[src/hw/rtl/was_pkg.sv]
// Shared constants, codes and types of the weekly alarm scheduler.
package was_pkg;

  localparam int SLOTS_PER_DAY = 16;
  localparam int DAYS          = 7;
  localparam int DAY_W         = 3;
  localparam int MIN_W         = 11;
  localparam int TAG_W         = 8;
  localparam int FILL_W        = $clog2(SLOTS_PER_DAY + 1);
  localparam int DIFF_W        = 14;
  localparam int WAIT_W        = 20;
  localparam int LIM_W         = 17;

  localparam int MAX_HOUR      = 23;
  localparam int MAX_MINUTE    = 59;
  localparam int MIN_PER_HOUR  = 60;
  localparam int SEC_PER_MIN   = 60;
  localparam int MIN_PER_DAY   = 1440;

  localparam logic [15:0] RELAY_INTERVAL_RST = 16'(60 * 60);
  localparam logic [15:0] RELAY_OFFSET_RST   = 16'(5 * 60);

  localparam logic [1:0] FUNC_CLEAR  = 2'd0;
  localparam logic [1:0] FUNC_APPEND = 2'd1;
  localparam logic [1:0] FUNC_QUERY  = 2'd2;
  localparam logic [1:0] FUNC_RSVD   = 2'd3;

  localparam logic CFG_INTERVAL = 1'b0;
  localparam logic CFG_OFFSET   = 1'b1;

  typedef logic [DAYS-1:0][MIN_W-1:0] min_row_t;
  typedef logic [DAYS-1:0][TAG_W-1:0] tag_row_t;

  typedef struct packed {
    logic [DAYS-1:0]  wr_mask;
    logic [MIN_W-1:0] wr_minute;
    logic [TAG_W-1:0] wr_tag;
    logic [DAY_W-1:0] q_day;
    logic [MIN_W-1:0] q_now;
  } cell_ctl_t;

  typedef struct packed {
    logic             found;
    logic [MIN_W-1:0] minute;
    logic [TAG_W-1:0] tag;
  } chain_t;

endpackage

[src/hw/rtl/was_cell.sv]
// One slot position of every weekday list, with insert shift and search stage.
module was_cell (
  input  logic              clk,
  input  logic              rst,
  input  was_pkg::cell_ctl_t ctl,
  input  logic [was_pkg::DAYS-1:0] valid,
  input  logic [was_pkg::DAYS-1:0] left_gt,
  input  was_pkg::min_row_t  left_min,
  input  was_pkg::tag_row_t  left_tag,
  output logic [was_pkg::DAYS-1:0] gt,
  output was_pkg::min_row_t  entry_min,
  output was_pkg::tag_row_t  entry_tag,
  input  was_pkg::chain_t    chain_in,
  output was_pkg::chain_t    chain_out
);
  import was_pkg::*;

  logic             hit;
  logic [MIN_W-1:0] sel_min;

  always_comb begin
    for (int d = 0; d < DAYS; d++) begin
      gt[d] = !valid[d] || (entry_min[d] > ctl.wr_minute);
    end
  end

  assign sel_min = entry_min[ctl.q_day];
  assign hit     = valid[ctl.q_day] && (sel_min > ctl.q_now);

  always_ff @(posedge clk) begin
    for (int d = 0; d < DAYS; d++) begin
      if (ctl.wr_mask[d]) begin
        if (left_gt[d]) begin
          entry_min[d] <= left_min[d];
          entry_tag[d] <= left_tag[d];
        end else if (gt[d]) begin
          entry_min[d] <= ctl.wr_minute;
          entry_tag[d] <= ctl.wr_tag;
        end
      end
    end
    if (rst) begin
      chain_out <= '0;
    end else if (hit) begin
      chain_out <= '{found: 1'b1, minute: sel_min, tag: entry_tag[ctl.q_day]};
    end else begin
      chain_out <= chain_in;
    end
  end

endmodule
[config.mk]
export PLATFORM = sky130hd
export DESIGN_NAME = was_cell
export DESIGN_NICKNAME = d
export VERILOG_FILES = /design/src/hw/rtl/was_pkg.sv /design/src/hw/rtl/was_cell.sv
export SDC_FILE = /design/constraint.sdc
export NUM_CORES = 1
export LEC_CHECK = 0
export ABC_AREA = 0
export BUFFER_PORTS_ARGS = -buffer_cell sky130_fd_sc_hd__buf_4
export CAP_MARGIN = 0
export CELL_PAD_IN_SITES_DETAIL_PLACEMENT = 2
export CELL_PAD_IN_SITES_GLOBAL_PLACEMENT = 2
export CORE_MARGIN = 3
export CORE_UTILIZATION = 30
export CTS_BUF_LIST = sky130_fd_sc_hd__clkbuf_4
export DETAILED_ROUTE_END_ITERATION = 8
export PLACE_DENSITY_LB_ADDON = 0.1
export SLEW_MARGIN = 30
export SYNTH_ARGS = -nofsm -noshare
export SYNTH_HDL_FRONTEND = slang
export SYNTH_SLANG_ARGS = --single-unit
[constraint.sdc]
create_clock -name clk -period 3.8 [get_ports clk]
set_clock_uncertainty 0.2 [all_clocks]
set_input_delay 0.19 -clock clk [delete_from_list [all_inputs] [get_ports clk]]
set_output_delay 0.19 -clock clk [all_outputs]
set_load 0.05 [all_outputs]
==> results of run 1 <==
-- Yosys cell counts (2+ instances only) --
cell        n  area [sq um]
edfxtp_1  133          3994
o21ai_0   107         535.5
nand2_1    94         352.8
ha_1       88          1101
mux2_2     63         709.4
a21oi_1    52         260.3
inv_1      34         127.6
clkbuf_1   30         112.6
nor2_1     30         112.6
mux2i_1    28         280.3
dfxtp_1    20         400.4
mux4_2     20         450.4
o211ai_1   17         127.6
nand4_1    16         100.1
nand2b_1   14         87.58
a41o_1     10         100.1
o211a_1    10         100.1
a211oi_1    9         67.56
and4_1      8         70.07
nand3_1     8         40.04
a21o_1      7         52.55
buf_2       7         35.03
nor2b_1     7         43.79
buf_4       4         30.03
buf_6       2         22.52
nand2_2     2         12.51
nand3b_1    2         15.01
-- metrics by stage --
stage,hold WS (ps),std cells,utilization (%)
after floorplan,62.38,834,-
after global placement,192.4,1577,41.19
after detailed placement,197.9,1577,41.21
-- cells by family after synthesis --
group | count (synthesis) | share of synthesized area, %
AOI/OAI and AO/OA | 218 | 13.80
and+or+nand+nor | 185 | 9.173
DFF | 153 | 46.55
muxes | 111 | 15.26
adders and majority gates | 88 | 11.66
buffers and inverters | 79 | 3.552
==> metrics.txt, run 1 <==
gp weighted congestion 0.8452; Stop stage clock tree synthesis (4_1_cts); register area share after synthesis 46.55%; Cell Area, Placed 12,710 sq um; hold-fix buffers at CTS 323; Initial Util 30.62%; Syn Area/Cell 11.32 sq um; overall die width 183.4 um; post-CTS setup buffer count 0; Post-synth EDFFs 133; synth unique cells 39; CTS sink cnt 153; DP Worst Slack 30.70 ps; outcome did not finish; ys flop type edfxtp_1; CTS Buffer Depth 2; Async SR Flop Fraction 0%; tool error [ERROR RSZ-0060] Max buffer count reached.; Synth Register Bits 153; Root Buffer clkbuf_4; TritonCTS Buffers 17; row cnt 64; # H-tree levels 4; syn nets 1,131; post_cts resized 0; Syn Inst Count 834; Yosys warnings 0; I/O Buffers 368; Post-DP HPWL 34.25 mm; die span in y 183.4 um; I/O pins 369; post-synthesis cell area 9439 sq um
==> run 2, diff against run 1 <==
- CELL_PAD_IN_SITES_DETAIL_PLACEMENT: 2 -> not set
- CELL_PAD_IN_SITES_GLOBAL_PLACEMENT: 2 -> not set
- CORE_UTILIZATION: 30 -> 20
- CTS_BUF_LIST: sky130_fd_sc_hd__clkbuf_4 -> not set
- PLACE_DENSITY_LB_ADDON: 0.1 -> 0.15
==> run 2 against run 1 <==
  * The run now ends clean
  * Synthesized cell count did not move
  * Area after synthesis did not move
==> metrics.txt, run 2 <==
Final Routed Wirelength 45.93 mm; antenna violations before repair 2; Worst Setup End Kind flip-flop; Final period util 94.88%; synth top area cells edfxtp_1 (42%), ha_1 (12%), mux2_2 (7.5%), o21ai_0 (5.7%), mux4_2 (4.8%); CTS Buffer Depth 2 (unchanged); GRT Total Usage 18.06%; reg2reg setup slack 190 ps; synth unique cells 39 (unchanged); worst hold path class input pin to flip-flop; DP Worst Slack 104.0 ps (+73.31 ps); most common cell in the netlist edfxtp_1; most common cell after layout, fill and taps aside buf_4; Async SR Flop Fraction 0% (unchanged); Max Fclk 277.4 MHz; residual DRC count 0; crit-path cells mux4_2 -> nor2_1 -> a21oi_1 -> ha_1 -> a21oi_1 -> o21ai_1 -> a2111o_1 -> a21oi_1 -> nor2_1 -> dlygate4sd3_1; HP Start left_gt[2]; # H-tree levels 4 (unchanged); syn nets 1,131 (unchanged); Reg-to-Reg Start entry_min[26]$_DFFE_PP_; Area Overhead vs Synth 67.11%; max-cap violation count 0; crit path DAT 3740 ps; clk_lat worst skew 450 ps; Synth Register Bits 153 (unchanged); Post-synth EDFFs 133 (unchanged); antenna-violating nets left 0; Root Buffer clkbuf_16; die span in y 223.2 um (+22%); Worst R2R Path Depth 10; Final nets 1,717; register area share after synthesis 46.55% (unchanged); CTS sink cnt 153 (unchanged); Startpoint Class flip-flop; final worst slack 194.6 ps; I/O Buffers 368 (unchanged); Largest register FFs 77; Post-DP HPWL 36.77 mm (+7.4%); TritonCTS clock tree yes; required time worst endpoint 3930 ps; Via density 4.496; grt total ovfl 0; Met3 Wirelength 2.972 mm; first-pass GRT wire length 65.74 mm; IR Drop Worst-Case VDD 221.0 uV; setup violators final 0; TritonCTS Buffers 17 (unchanged); overall die width 223.2 um (+22%); critical path class flip-flop to flip-flop; CORE AREA 45,970 sq um; Slew Limit Fails 0; vias in the first global route 9,759; Syn Inst Count 834 (unchanged); fill cell count 4,676; Relative slew margins 57.47%; ratio of cells with drive above 1 in the final layout 36.85%; Syn Area/Cell 11.32 sq um (unchanged); row cnt 78 (+22%); Pwr Total 6.318 mW; WHS Path Cells 2; most frequent cells in the layout buf_4 (399), dlygate4sd3_1 (210), edfxtp_1 (133); final core utilization 34.32%; Hold EP entry_min[31]$_DFFE_PP_; DR pass1 iterations 5; Largest Register entry_min; most frequent cells after synthesis edfxtp_1 (133), o21ai_0 (107), nand2_1 (94); Max Used Layer met4; CP max FO 12; ys flop type edfxtp_1; I/O pins 369 (unchanged); clk slew on worst S/H paths 60 ps; RSZ-0062 raised after global routing false; pin count of the biggest net entering global routing 42; Initial DRC Count 503; FF-to-FF End chain_out[19]$_SDFF_PP0_; top-area cell type share of the netlist area 42.31% (unchanged); leakage power 6.918 nW; outcome finished clean; Initial Util 20.53% (-10 points); final hold viol count 0; Tightest Pin Transition 637.9 ps; Critical Path Max Stage Delay 630 ps; drt wl/cell 22.57 um; min Tclk post-route 3605 ps; gp weighted congestion 0.8331 (-1.4%); biggest regs entry_min x77, entry_tag x56, chain_out x20; slowest cell on the critical path a2111o_1; pwr dens 400.5 nW/um^2; met2 routed WL 22.15 mm; Die Area 49,840 sq um; post-synthesis cell area 9439 sq um (unchanged); Yosys warnings 0 (unchanged); Crit path top cell by count a21oi_1; post-CTS setup buffer count 0 (unchanged); Yosys top cell by area edfxtp_1; vias 9,150; setup TNS 0 ps; routed length on met1 20.02 mm
-- run 2: cell counts after synthesis --
Identical to the previous run, type by type.
-- run 2: through the flow --
| stage | cell area [sq um] | hold slack [ps] | instances |
|---|---|---|---|
| floorplan | 9439 | 62.38 | 834 |
| global placement | 13050 | 203.8 | 1791 |
| detailed placement | 13050 | 202.7 | 1791 |
| finish | 15770 | 58.17 | 2035 |
| CTS | 15760 | 32.78 | 2033 |
| global route | 15770 | 59.25 | 2035 |
-- run 2: layout make-up --
| type | instances | area (sq um) | area share [%] |
|---|---|---|---|
| multi-input cells | 602 | 4753 | 30.13 |
| clock inverters | 15 | 176.4 | 1.118 |
| inverters | 35 | 131.4 | 0.8329 |
| clock buffers | 17 | 425.4 | 2.697 |
| repair buffers | 611 | 5137 | 32.57 |
| flip-flops and latches | 153 | 4394 | 27.86 |
| well taps | 600 | 750.7 | 4.759 |
| diodes | 2 | 5.005 | 0.03173 |
-- run 2: worst max path at each step --
| stage | end | from |
|---|---|---|
| after floorplan | entry_min[55]$_DFFE_PP_ | entry_min[65]$_DFFE_PP_ |
| after global placement | chain_out[8]$_SDFF_PP0_ | ctl[11] |
| after detailed placement | chain_out[8]$_SDFF_PP0_ | ctl[11] |
| after CTS | chain_out[19]$_SDFF_PP0_ | entry_min[27]$_DFFE_PP_ |
| after global routing | chain_out[19]$_SDFF_PP0_ | entry_min[41]$_DFFE_PP_ |
| final | chain_out[19]$_SDFF_PP0_ | entry_min[26]$_DFFE_PP_ |
-- run 2: logic make-up (layout without fill, tap and decap cells) --
kind of cell	Yosys count	in the layout	share of synthesized area, %
mux	111	111	15.26
other cells	0	2	0
simple gates	185	185	9.173
buf+inv	79	678	3.552
compound gates	218	218	13.80
fa+ha+maj	88	88	11.66
flops	153	153	46.55
-- run 2: per-layer routing --
layer	track usage [%]	vias to the layer above
met5	0	-
met3	5.053	36
li1	-	4361
met4	4.204	0
met2	30.64	286
met1	22.78	4467
-- run 2: critical path: cells and delay by family, from the launching register on --
| family | cells | cell delay [ps] |
|---|---|---|
| compound gates | 5 | 1240 |
| buf+inv | 1 | 550 |
| mux | 1 | 530 |
| flops | 1 | 460 |
| fa+ha+maj | 1 | 340 |
| simple gates | 2 | 180 |
-- run 2: timing repair --
action	in CTS	in global routing
endpoints found under the setup margin	0	1
hold buffers	210	0
endpoints found under the hold margin	153	0
resized for setup	0	1
-- run 2: where the power goes --
part	internal, mW	leakage (nW)	switching, mW
Sequential	2.06	1.48	0.167
Clock	1.03	0.291	0.767
Combinational	0.881	5.15	1.40
Total	3.98	6.92	2.34
No activity file was read; power rests on OpenSTA's default activity.
==> run 3, diff against run 2 <==
- CTS_CLUSTER_SIZE: not set -> 14
- clock period: 3.8 -> 4.3 ns (I/O delays scaled with it)
==> run 3 against run 2 <==
  * Hold slack worse by 14 ps
  * Critical path depth stayed put
  * Largest power group is now registers
  * Register-to-register slack better by 480 ps
  * Non-clock buffer count is 12 lower
  * Global-route usage hardly changed
  * Via count is 0.47% lower
  * Utilization is 0.37 points lower
==> metrics.txt, run 3 (synthesis results as in run 2) <==
DR pass1 iterations 5 (unchanged); Via density 4.502 (+0.12%); routed length on met1 20.71 mm (+3.4%); clk slew on worst S/H paths 70 ps (about the same); grt total ovfl 0 (unchanged); setup violators final 0 (unchanged); pin count of the biggest net entering global routing 42 (unchanged); final core utilization 33.95% (-0.37 points); outcome finished clean; most common cell after layout, fill and taps aside buf_4; slowest cell on the critical path a2111o_1; RSZ-0062 raised after global routing false; setup TNS 0 ps (unchanged); Slew Limit Fails 0 (unchanged); ratio of cells with drive above 1 in the final layout 36.34% (-0.51 points); post_cts resized 0 (unchanged); crit-path cells mux4_2 -> nor2_1 -> a21oi_1 -> ha_1 -> a21oi_1 -> o21ai_1 -> a2111o_1 -> a21oi_1 -> nor2_1 -> dlygate4sd3_1; biggest regs entry_min x77, entry_tag x56, chain_out x20; drt wl/cell 22.76 um (+0.86%); Worst Setup End Kind flip-flop; max-cap violation count 0 (unchanged); Root Buffer clkbuf_16; Pwr Total 5.489 mW (-13%); Startpoint Class flip-flop; CTS Buffer Depth 2 (unchanged); final hold viol count 0 (unchanged); CTS sink cnt 153 (unchanged); Relative slew margins 52.14% (-5.3 points); Finished Cell Area 15,600 sq um (-1.1%); Met3 Wirelength 2.540 mm (-15%); number of cells after detailed placement 1,781 (-0.56%); Die Area 49,840 sq um (unchanged); vias 9,107 (-0.47%); row cnt 78 (unchanged); die span in y 223.2 um (unchanged); Largest register FFs 77 (unchanged); leakage power 6.824 nW (-1.4%); antenna-violating nets left 0 (unchanged); Cell Area, Placed 12,950 sq um (-0.77%); I/O Buffers 368 (unchanged); Crit path top cell by count a21oi_1; required time worst endpoint 4430 ps (+500 ps); Buf/Inv on CP 1 (unchanged); antenna violations before repair 3 (+1); Area Overhead vs Synth 65.31%; first-pass GRT wire length 66.00 mm (+0.40%); Max Fclk 275.7 MHz (-0.61%); Initial DRC Count 492 (-2.2%); TritonCTS Buffers 17 (unchanged); TritonCTS clock tree yes; overall die width 223.2 um (unchanged); Final period util 84.36% (-11 points); # H-tree levels 4 (unchanged); IR Drop Worst-Case VDD 193.1 uV (-13%); Post-DP HPWL 36.64 mm (-0.35%); Final Routed Wirelength 46.05 mm (+0.27%); CORE AREA 45,970 sq um (unchanged); I/O pins 369 (unchanged); clk_lat worst skew 450 ps (about the same); vias in the first global route 9,735 (-0.25%); Tightest Pin Transition 713.5 ps (+75.63 ps); reg2reg setup slack 670 ps (+480 ps); gp weighted congestion 0.8632 (+3.6%); GRT Total Usage 18.10% (+0.038 points); critical path class flip-flop to flip-flop; min Tclk post-route 3627 ps (+22.00 ps); Largest Register entry_min; Max Used Layer met4; worst hold path class input pin to flip-flop; Top delay family on crit path compound AO/OA/AOI/OAI gates; Final nets 1,705 (-0.70%); residual DRC count 0 (unchanged); Critical Path Max Stage Delay 640 ps (about the same); Initial Util 20.53% (unchanged); most frequent cells in the layout buf_4 (391), dlygate4sd3_1 (208), edfxtp_1 (133); met2 routed WL 21.86 mm (-1.3%); Finished Layout Cells 2,023 (-0.59%); CP max FO 12 (unchanged); pwr dens 351.8 nW/um^2 (-12%); crit path DAT 3750 ps (about the same)
run 3: changes by cell type in the layout (fill, tap and decap cells not counted), moves of 2 or more:
cell | previous run | this run
clkinvlp_4 | 2 | 4
inv_6 | 2 | 0
buf_12 | 2 | 0
clkinv_4 | 4 | 2
buf_4 | 399 | 391
dlygate4sd3_1 | 210 | 208
run 3: what timing repair did:
action / 4_1_cts / 5_1_grt
endpoints found under the hold margin: 151 / 0
hold buffers: 208 / 0
buffers inserted: 0 / 0
run 3: worst reg2reg max path: stages, from the launching register on:
cell and delay, ps:
edfxtp_1 450, mux4_2 540, nor2_1 120, a21oi_1 100, ha_1 340, a21oi_1 160
o21ai_1 130, a2111o_1 640, a21oi_1 210, nor2_1 60, dlygate4sd3_1 550
run 3: per-stage QoR:
stage / hold WS, ps / worst slack [ps]
after floorplan: 87.38 / 808.2
after global placement: 231.3 / 739.6
after detailed placement: 230.5 / 682.6
after CTS: 8.148 / 719.9
after global routing: 33.29 / 396.5
final: 44.23 / 672.6
run 3: path summary, 6_finish.rpt:
| path | depth (start not counted) | startpoint | to |
|---|---|---|---|
| max | 10 | entry_min[4]$_DFFE_PP_ | chain_out[19]$_SDFF_PP0_ |
| min | 3 | chain_in[13] | chain_out[13]$_SDFF_PP0_ |
| max reg2reg | 10 | entry_min[4]$_DFFE_PP_ | chain_out[19]$_SDFF_PP0_ |
| min reg2reg | 4 | entry_tag[40]$_DFFE_PP_ | chain_out[0]$_SDFF_PP0_ |
run 3: routing by layer:
metal  track usage, %  vias to the layer above
li1                 -                     4327
met1            23.92                     4451
met2            29.95                      289
met3            3.750                       40
met4            5.086                        0
met5                0                        -
run 3: cell type report:
cell class / instances / area (sq um)
Timing Repair Buffer: 599 / 5017
Clock inverter: 13 / 131.4
Clock buffer: 18 / 429.2
Inverter: 35 / 131.4
Sequential cell: 153 / 4394
Multi-Input combinational cell: 602 / 4742
Tap cell: 600 / 750.7
Antenna cell: 3 / 7.507
Fill cell: 4693 / 30360
run 3: power breakdown:
part	leakage, nW	switching (mW)	internal [mW]	total (mW)
Sequential	1.48	0.163	1.83	1.99
Combinational	5.08	1.22	0.762	1.98
Clock	0.265	0.670	0.846	1.52
==> run 4, diff against run 3 <==
- clock period: 4.3 -> 3 ns (I/O delays scaled with it)
==> run 4 against run 3 <==
  * Die area unchanged
  * Critical path depth unchanged
  * Combinational power up 58%
  * Hold slack worse by 38 ps
  * First-iteration DRC count up 41%
  * Clock power up 55%
  * Wire length up 0.53%
  * Register-to-register slack worse by 670 ps
  * Cell area up 5.3%
  * Worst setup slack worse by 670 ps
  * Sequential power up 40%
  * Highest routed layer unchanged
==> metrics.txt, run 4 (synthesis results as in run 2) <==
required time worst endpoint 3130 ps (-1300 ps); GRT Total Usage 18.09% (about the same); Final nets 1,787 (+4.8%); Pwr Total 8.271 mW (+51%); Worst Setup End Kind flip-flop; final worst slack 4.526 ps (-668.0 ps); Cell Area, Placed 13,570 sq um (+4.7%); min Tclk post-route 2995 ps (-632.0 ps); grt total ovfl 0 (unchanged); final core utilization 35.76% (+1.8 points); Area Overhead vs Synth 74.13%; residual DRC count 0 (unchanged); Finished Cell Area 16,440 sq um (+5.3%); Crit. Startpoint entry_min[4]$_DFFE_PP_; Initial Util 20.53% (unchanged); gp weighted congestion 0.8464 (-1.9%); antenna-violating nets left 0 (unchanged); Root Buffer clkbuf_16; Slew Limit Fails 0 (unchanged); Startpoint Class flip-flop; Die Area 49,840 sq um (unchanged); number of cells after detailed placement 1,856 (+4.2%); CTS Buffer Depth 2 (unchanged); critical path class flip-flop to flip-flop; FF-to-FF End chain_out[16]$_SDFF_PP0_; Largest register FFs 77 (unchanged); TritonCTS Buffers 17 (unchanged); Final period util 99.85% (+15 points); reg2reg setup slack 5 ps (-670 ps); clk slew on worst S/H paths 70 ps (about the same); final hold viol count 0 (unchanged); drt wl/cell 21.95 um (-3.6%); DP Worst Slack -236.0 ps (-918.6 ps); overall die width 223.2 um (unchanged); I/O pins 369 (unchanged); TritonCTS clock tree yes; WHS Path Cells 3 (unchanged); pwr dens 503.2 nW/um^2 (+43%); worst hold path class input pin to flip-flop; CTS sink cnt 153 (unchanged); Finished Layout Cells 2,109 (+4.3%); vias 9,448 (+3.7%); CP max FO 11 (-1); RSZ-0062 raised after global routing true; most frequent cells in the layout buf_4 (460), dlygate4sd3_1 (215), edfxtp_1 (133); CORE AREA 45,970 sq um (unchanged); Reg-to-Reg Start entry_min[4]$_DFFE_PP_; Final Routed Wirelength 46.30 mm (+0.53%); Post-DP HPWL 36.57 mm (-0.19%); ratio of cells with drive above 1 in the final layout 40.25% (+3.9 points); antenna violations before repair 6 (+3); clk_lat worst skew 440 ps (about the same); Worst R2R Path Depth 10 (unchanged); I/O Buffers 368 (unchanged); Largest Register entry_min; most common cell after layout, fill and taps aside buf_4; pin count of the biggest net entering global routing 38 (-9.5%); IR Drop Worst-Case VDD 269.9 uV (+40%); Max Fclk 333.8 MHz (+21%); DR pass1 iterations 5 (unchanged); setup violators final 0 (unchanged); setup TNS 0 ps (unchanged); HP Start ctl[30]; leakage power 7.290 nW (+6.8%); first-pass GRT wire length 66.21 mm (+0.31%); biggest regs entry_min x77, entry_tag x56, chain_out x20; hold_ws 6.469 ps (-37.76 ps); Tightest Pin Transition 587.8 ps (-125.7 ps); Hold EP entry_min[41]$_DFFE_PP_; Relative slew margins 60.77% (+8.6 points); Initial DRC Count 694 (+41%); # H-tree levels 4 (unchanged); crit path DAT 3120 ps (-630 ps); outcome finished clean; vias in the first global route 10,040 (+3.2%); die span in y 223.2 um (unchanged); Via density 4.480 (-0.49%); max-cap violation count 0 (unchanged); row cnt 78 (unchanged)
## run 4: cell types whose count changed in the layout (fill, tap and decap cells not counted), sizes merged
cell,before,now
bufinv,2,4
diode,3,6
clkinvlp,4,1
inv,35,38
buf,391,466
dlygate4sd3,208,215
clkinv,7,6
## run 4: how the worst max path moves through the flow
stage,cells after the start,end
after floorplan,9,chain_out[10]$_SDFF_PP0_
after global placement,10,chain_out[8]$_SDFF_PP0_
after detailed placement,11,chain_out[8]$_SDFF_PP0_
after CTS,9,chain_out[16]$_SDFF_PP0_
after global routing,10,chain_out[18]$_SDFF_PP0_
final,10,chain_out[16]$_SDFF_PP0_
## run 4: critical path: stages (launching register included)
cell and delay [ps]:
edfxtp_1 410, mux4_2 530, nor2_1 140, a21oi_1 80, ha_1 320, nand4_1 180
a211oi_2 350, a2111oi_4 90, buf_12 160, o211a_1 210, a41o_1 210
## run 4: final cells by class
| type | count | area, sq um |
|---|---|---|
| Fill cell | 4666 | 29530 |
| Timing Repair Buffer | 681 | 5708 |
| Multi-Input combinational cell | 602 | 4811 |
| Sequential cell | 153 | 4394 |
| Tap cell | 600 | 750.7 |
| Clock buffer | 18 | 429.2 |
| Clock inverter | 14 | 196.4 |
| Inverter | 35 | 131.4 |
| Antenna cell | 6 | 15.01 |
## run 4: timing repair
| action | in CTS | in global routing |
|---|---|---|
| endpoints found under the hold margin | 153 | 0 |
| pin swaps | 3 | 4 |
| setup endpoints to repair | 21 | 23 |
| hold buffers | 215 | 0 |
| resized for setup | 15 | 5 |
| buffers inserted | 0 | 0 |
| cloned | 0 | 0 |
## run 4: metal layers
| metal | GRT usage, % | up-vias | part of all wire, % |
|---|---|---|---|
| met4 | 4.984 | 0 | 2.3 |
| met3 | 3.355 | 40 | 5.1 |
| met2 | 29.72 | 306 | 47 |
| met1 | 24.37 | 4593 | 45 |
| met5 | 0 | - | 0 |
| li1 | - | 4509 | - |
## run 4: where the power goes
| part | internal (mW) | switching, mW | total, mW |
|---|---|---|---|
| logic | 1.26 | 1.87 | 3.13 |
| registers | 2.61 | 0.170 | 2.78 |
| clock network | 1.40 | 0.959 | 2.36 |
